$ cat src/design/spq_pkg.sv
// Shared types and constants for the sorted priority queue.
// Holds the channel beat structs, slot layout and control codes; no dependencies.
`timescale 1ns / 1ps

package spq_pkg;

    // Queue geometry
    localparam int DEPTH      = 64;
    localparam int ID_BITS    = 16;
    localparam int PRI_BITS   = 32;
    localparam int PFX_LEVELS = $clog2(DEPTH);

    // Operation codes carried in the input beat
    typedef enum logic [1:0] {
        ACT_INSERT  = 2'd0,
        ACT_REMOVE  = 2'd1,
        ACT_CHANGE  = 2'd2,
        ACT_EXTRACT = 2'd3
    } action_t;

    // What the cells compare against the broadcast key
    typedef enum logic [1:0] {
        K_INSERT,
        K_REMOVE,
        K_EXTRACT
    } cmp_kind_t;

    // Sequencer states
    typedef enum logic [2:0] {
        ST_IDLE,
        ST_DEL,
        ST_CMP,
        ST_INS,
        ST_HOLD
    } state_t;

    typedef struct packed {
        logic [1:0]          action;
        logic [ID_BITS-1:0]  entry_id;
        logic [PRI_BITS-1:0] entry_priority;
    } in_beat_t;

    typedef struct packed {
        logic                ok;
        logic [ID_BITS-1:0]  min_id;
        logic [PRI_BITS-1:0] min_priority;
        logic                is_empty;
        logic                overflow;
    } out_beat_t;

    typedef struct packed {
        logic [ID_BITS-1:0]  id;
        logic [PRI_BITS-1:0] pri;
    } slot_t;

    // Sequencer to cell row
    typedef struct packed {
        logic                cmp_en;
        cmp_kind_t           cmp_kind;
        logic [ID_BITS-1:0]  key_id;
        logic [PRI_BITS-1:0] key_pri;
        logic                shift_en;
        logic                shift_ins;
    } cmd_t;

    // Cell row to sequencer
    typedef struct packed {
        logic                head_valid;
        logic                next_valid;
        logic                head_flag;
        slot_t               head_slot;
        logic                found;
        logic                full;
    } stat_t;

endpackage

$ cat src/design/spq_ctrl.sv
// Operation sequencer: compare and shift phases, result assembly.
// Depends on spq_pkg for beat, command, status and state types.
`timescale 1ns / 1ps

module spq_ctrl (
    input  logic               clk,
    input  logic               rst_n,
    input  logic               in_valid,
    output logic               in_stall,
    input  spq_pkg::in_beat_t  in_data,
    input  logic               out_free,
    output logic               res_load,
    output spq_pkg::out_beat_t res_data,
    output spq_pkg::cmd_t      cmd,
    input  spq_pkg::stat_t     stat
);
    import spq_pkg::*;

    state_t              state_reg, state_next;
    action_t             act_reg, act_next;
    logic [ID_BITS-1:0]  id_reg, id_next;
    logic [PRI_BITS-1:0] pri_reg, pri_next;
    logic                found_reg, found_next;
    out_beat_t           hold_reg, hold_next;

    logic      accept;
    logic      finish;
    out_beat_t res;
    logic      empty_after_del;
    logic      placed;

    assign accept          = in_valid && (state_reg == ST_IDLE);
    assign empty_after_del = !stat.head_valid || (stat.head_flag && !stat.next_valid);
    assign placed          = !stat.full;

    always_ff @(posedge clk or negedge rst_n)
    begin
        if (!rst_n)
            state_reg <= ST_IDLE;
        else
            state_reg <= state_next;
    end

    always_ff @(posedge clk)
    begin
        act_reg   <= act_next;
        id_reg    <= id_next;
        pri_reg   <= pri_next;
        found_reg <= found_next;
        hold_reg  <= hold_next;
    end

    // Next state, cell commands and result
    always_comb
    begin
        state_next    = state_reg;
        act_next      = act_reg;
        id_next       = id_reg;
        pri_next      = pri_reg;
        found_next    = found_reg;
        hold_next     = hold_reg;
        in_stall      = (state_reg != ST_IDLE);
        finish        = 1'b0;
        res           = '0;
        res_load      = 1'b0;
        res_data      = hold_reg;
        cmd.cmp_en    = 1'b0;
        cmd.cmp_kind  = K_INSERT;
        cmd.key_id    = id_reg;
        cmd.key_pri   = pri_reg;
        cmd.shift_en  = 1'b0;
        cmd.shift_ins = 1'b0;

        case (state_reg)
            ST_IDLE:
            begin
                cmd.key_id  = in_data.entry_id;
                cmd.key_pri = in_data.entry_priority;
                case (action_t'(in_data.action))
                    ACT_INSERT:  cmd.cmp_kind = K_INSERT;
                    ACT_EXTRACT: cmd.cmp_kind = K_EXTRACT;
                    default:     cmd.cmp_kind = K_REMOVE;
                endcase
                if (accept)
                begin
                    cmd.cmp_en = 1'b1;
                    act_next   = action_t'(in_data.action);
                    id_next    = in_data.entry_id;
                    pri_next   = in_data.entry_priority;
                    state_next = (action_t'(in_data.action) == ACT_INSERT) ? ST_INS : ST_DEL;
                end
            end

            // Drop the flagged slot and close the gap (remove, extract, first half of change)
            ST_DEL:
            begin
                cmd.shift_en = 1'b1;
                found_next   = stat.found;
                if (act_reg == ACT_CHANGE)
                    state_next = ST_CMP;
                else
                begin
                    finish       = 1'b1;
                    res.is_empty = empty_after_del;
                    if (act_reg == ACT_EXTRACT)
                    begin
                        res.ok = stat.head_valid;
                        if (stat.head_valid)
                        begin
                            res.min_id       = stat.head_slot.id;
                            res.min_priority = stat.head_slot.pri;
                        end
                    end
                    else
                        res.ok = stat.found;
                end
            end

            ST_CMP:
            begin
                cmd.cmp_en   = 1'b1;
                cmd.cmp_kind = K_INSERT;
                state_next   = ST_INS;
            end

            // Open a gap at the insert point, unless the row is full
            ST_INS:
            begin
                cmd.shift_en  = placed;
                cmd.shift_ins = 1'b1;
                finish        = 1'b1;
                res.ok        = placed && ((act_reg == ACT_INSERT) || found_reg);
                res.overflow  = !placed;
                res.is_empty  = placed ? 1'b0 : !stat.head_valid;
            end

            ST_HOLD:
            begin
                if (out_free)
                begin
                    res_load   = 1'b1;
                    state_next = ST_IDLE;
                end
            end

            default:
                state_next = ST_IDLE;
        endcase

        // Hand the result to the output register, or park it
        if (finish)
        begin
            if (out_free)
            begin
                res_load   = 1'b1;
                res_data   = res;
                state_next = ST_IDLE;
            end
            else
            begin
                hold_next  = res;
                state_next = ST_HOLD;
            end
        end
    end

    // An accepted beat is always followed by a busy state, so beats are never taken back to back
    a_busy_after_accept: assert property (@(posedge clk) disable iff (!rst_n)
        (in_valid && !in_stall) |=> in_stall)
        else $error("input accepted on consecutive cycles");

    // The insert phase always ends the operation
    a_ins_ends: assert property (@(posedge clk) disable iff (!rst_n)
        (state_reg == ST_INS) |=> (state_reg == ST_IDLE || state_reg == ST_HOLD))
        else $error("insert phase did not finish the operation");

    // A change of priority runs its insert compare right after its delete
    a_change_seq: assert property (@(posedge clk) disable iff (!rst_n)
        (state_reg == ST_CMP) |-> ($past(state_reg) == ST_DEL && act_reg == ACT_CHANGE))
        else $error("insert compare without preceding delete");

endmodule

$ cat config.mk
export PLATFORM = sky130hd
export DESIGN_NAME = spq_ctrl
export DESIGN_NICKNAME = d
export VERILOG_FILES = /design/src/design/spq_pkg.sv /design/src/design/spq_ctrl.sv
export SDC_FILE = /design/constraint.sdc
export NUM_CORES = 1
export LEC_CHECK = 0
export ABC_CLOCK_PERIOD_IN_PS = 4670
export BUFFER_PORTS_ARGS = -buffer_cell sky130_fd_sc_hd__buf_2
export CORE_MARGIN = 8
export CORE_UTILIZATION = 49
export DETAILED_ROUTE_END_ITERATION = 7
export PLACE_DENSITY = 0.78
export RECOVER_POWER = 50
export SYNTH_ARGS = -nofsm -noshare
export SYNTH_HDL_FRONTEND = slang
export SYNTH_SLANG_ARGS = --single-unit
$ cat constraint.sdc
create_clock -name clk -period 4.67 [get_ports clk]
set_input_delay 0.934 -clock clk [delete_from_list [all_inputs] [get_ports clk]]
set_output_delay 0.934 -clock clk [all_outputs]
set_load 0.02 [all_outputs]
==> impl_metrics.csv <==
group,metric,value,unit
logic_synthesis,syn_nets,428,
timing,setup_viol,0,
die,pin_count,213,
layout,diodes,0,
clocking,worst_skew_pair.late_latency,0.35,ns
logic_synthesis,yosysTopAreaCellShare,58.7,%
logic_synthesis,synth_seq_cells,105,
placement,io_buffers,212,
logic_synthesis,avg_inst_size_synth,16.4,sq um
power,total_power,3680,uW
layout,largest_register_ffs,51,
grt,pin_count_of_the_biggest_net_entering_global_routing,53,
timing,worst_clock_skew,0.00934,ns
layout,final.fill_count,821,
clocking,post_cts_hold_buffer_count,0,
worst_setup_path,critical-path-top-delay-family,"simple AND/OR/NAND/NOR gates",
power,ir_drop,0.299,mV
placement,gp_congestion,0.736,
logic_synthesis,syn_area,5220,sq um
logic_synthesis,synth-edff-count,102,
grt,grt-ovfl-total,0,
die,die_height,119,um
layout,area.sequential,3140,sq um
power,power_per_cell_area,574,nW/um^2
grt,first_pass_grt_wire_length,19400,um
clocking,cts.root.buffer_cell,"sky130_fd_sc_hd__clkbuf_8",
clocking,cts.repair.resized,0,
logic_synthesis,synthFlopType,"sky130_fd_sc_hd__edfxtp_1",
placement,place.detailed.instances,647,
worst_setup_path,timing.setup.critical_path_class,"register to primary output",
power,power.static_leakage,0.00296,uW
worst_setup_path,crit_path_end_kind,"primary output",
grt,initial_antenna_violation_count,1,
logic_synthesis,synth.top_cells.by_area,"sky130_fd_sc_hd__edfxtp_1, sky130_fd_sc_hd__mux2_4, sky130_fd_sc_hd__mux2_2",
layout,post_route_cells_drive_above_1_share,57.7,%
timing,unrepaired_setup_endpoints_after_global_routing,"no",
hold_path,worst_hold_class,"input pin to async pin",
clocking,cts.htree.levels,3,
die,initial_utilization,50.6,%
worst_setup_path,cp_cell_sequence,"or3b_1 -> nand3_4 -> mux2_2 -> buf_2",
logic_synthesis,ys_types,33,
layout,layout.cells.most_common,"sky130_fd_sc_hd__buf_2",
detailed_routing,via_count,3380,
logic_synthesis,netlist_instances,319,
clocking,clock_sink_count,105,
placement,detailedPlace.worstSlack,1.07,ns
flow_run,drv.max_cap_violation_count,0,
worst_setup_path,timing.critical_path.arrival,2.79,ns
timing,fmax,268,MHz
detailed_routing,ant_nets,0,
layout,multi_input_gate_area_in_the_final_layout,1840,sq um
timing,final.setup.tns,0,ns
die,dieWidth,119,um
detailed_routing,finalWirelength,12300,um
grt,grt.total_usage,16.8,%
worst_setup_path,worst_path_largest_cell_delay,0.73,ns
power,internal_power,2250,uW
power,netSwitchingFraction,38.9,%
worst_setup_path,critical_path_required,3.74,ns
clocking,tritoncts.num_buffers,9,
timing,final-max-slew-violation-count,0,
timing,final_hold_viol_count,0,
timing,worst_slew_pin_slew,1.13,ns
logic_synthesis,yosysWarnings,0,
clocking,cts_tree,"done",
detailed_routing,post_drt_via_cell_ratio,5.10,
die,dieArea,14200,sq um
power,sequentialPowerShare,36.6,%
worst_setup_path,critPathLaunchType,"register",
clocking,cts.path.max_buffers,2,
layout,finish.net_count,631,
logic_synthesis,synthArstFlopShare,2.86,%
logic_synthesis,synth_largest_area_cell,"sky130_fd_sc_hd__edfxtp_1",
detailed_routing,wire_per_inst,18.5,um
placement,half_perimeter_wire_length_of_the_detailed_placement_result,9070,um
worst_setup_path,critPathBufInv,1,
timing,timing.final.crit_period,3.73,ns
worst_setup_path,worst_path_max_delay_cell,"sky130_fd_sc_hd__nand3_4",
layout,layoutNonFillerInstCount,663,
clocking,worst_setup_hold_path_clk_slew,0.09,ns
power,clkPwrFrac,14.7,%
layout,layout_common_cells,"sky130_fd_sc_hd__buf_2, sky130_fd_sc_hd__edfxtp_1, sky130_fd_sc_hd__and3_1, sky130_fd_sc_hd__mux2_4, sky130_fd_sc_hd__mux2_2",
layout,area.growth.synth_to_final,23.0,%
die,placementRows,37,
detailed_routing,initialDrtViolationCount,143,
grt,grt_pass1_vias,3775,
status,status,"finished clean",
detailed_routing,detail_route.first_pass.iterations,4,
clocking,cts_setup_buffers,0,
timing,slew-limit-headroom,24.7,%
power,comb_power_share,48.7,%
power,switchingPower,1430,uW
detailed_routing,remaining_drc_errors,0,
worst_setup_path,critPathMaxFanout,51,
timing,timing.final.ws_setup,0.943,ns
layout,postLayoutCoreUtil,62.2,%
logic_synthesis,synth.yosys.seq_area_share,60.1,%
die,core_footprint,10300,sq um
timing,portion_of_the_clock_cycle_consumed_by_the_worst_path_in_the_final_layout,79.8,%
metrics by stage:
step,hold WS (ns),instance area [sq um]
floorplan,0.531,5220
global placement,0.624,6280
detailed placement,0.657,6280
CTS,0.323,6470
global route,0.338,6420
finish,0.361,6420
cell usage after synthesis, types with 2 or more instances:
cell type and count:
sky130_fd_sc_hd__edfxtp_1 102, sky130_fd_sc_hd__and3_1 49, sky130_fd_sc_hd__mux2_4 48, sky130_fd_sc_hd__mux2_2 43
sky130_fd_sc_hd__clkbuf_1 9, sky130_fd_sc_hd__nor2_1 7, sky130_fd_sc_hd__mux2_1 6, sky130_fd_sc_hd__buf_12 5
sky130_fd_sc_hd__buf_4 5, sky130_fd_sc_hd__inv_1 5, sky130_fd_sc_hd__and2_1 4, sky130_fd_sc_hd__buf_6 3
sky130_fd_sc_hd__dfrtp_1 3, sky130_fd_sc_hd__nor3_1 3, sky130_fd_sc_hd__o21ai_0 3, sky130_fd_sc_hd__a21oi_1 2
sky130_fd_sc_hd__a221oi_1 2, sky130_fd_sc_hd__buf_2 2, sky130_fd_sc_hd__ha_1 2, sky130_fd_sc_hd__nand2_1 2
sky130_fd_sc_hd__nor2b_1 2
power groups by stage:
| stage | combinational [uW] | clock, uW | sequential [uW] |
|---|---|---|---|
| 2_1_floorplan | 1410 | 0 | 1330 |
| 3_3_place_gp | 1810 | 0 | 1360 |
| 3_5_place_dp | 1840 | 0 | 1370 |
| 4_1_cts | 1840 | 565 | 1350 |
| 5_1_grt | 1920 | 601 | 1370 |
| 6_report | 1800 | 542 | 1350 |
worst paths after layout:
path                                   start  slack (ns)           end  cells past startpoint
max in group asynchronous              rst_n        4.16  state_reg[0]                      1
worst max register to register  state_reg[0]        1.16   hold_reg[6]                      5
worst max-delay path            state_reg[1]        0.94   res_data[0]                      4
worst min-delay path                   rst_n        0.36  state_reg[2]                      1
min in group clk                state_reg[2]        0.63  state_reg[1]                      1
worst min register to register  state_reg[2]        0.63  state_reg[1]                      1
routing by layer:
layer / track usage [%] / wire [um] / vias to the layer above
li1: - / - / 1624
met1: 19.6 / 5200 / 1593
met2: 26.6 / 5580 / 149
met3: 8.17 / 1340 / 12
met4: 5.22 / 143 / 2
met5: 0 / 8 / -
area by class of cell:
| type | instances | share of cell area (%) |
|---|---|---|
| sequential | 105 | 48.9 |
| multi-input combinational | 185 | 28.7 |
| timing repair buffer | 216 | 16.5 |
| tap | 136 | 2.65 |
| clock buffer | 10 | 1.99 |
| clock inverter | 6 | 0.916 |
| inverter | 5 | 0.292 |
kinds of logic after synthesis:
family	share of synthesized area, %
AOI/OAI and AO/OA	1.39
buffers and inverters	4.48
and+or+nand+nor	9.13
muxes	24.4
DFF	60.1
adders and majority gates	0.479
(Power assumes the default switching activity.)
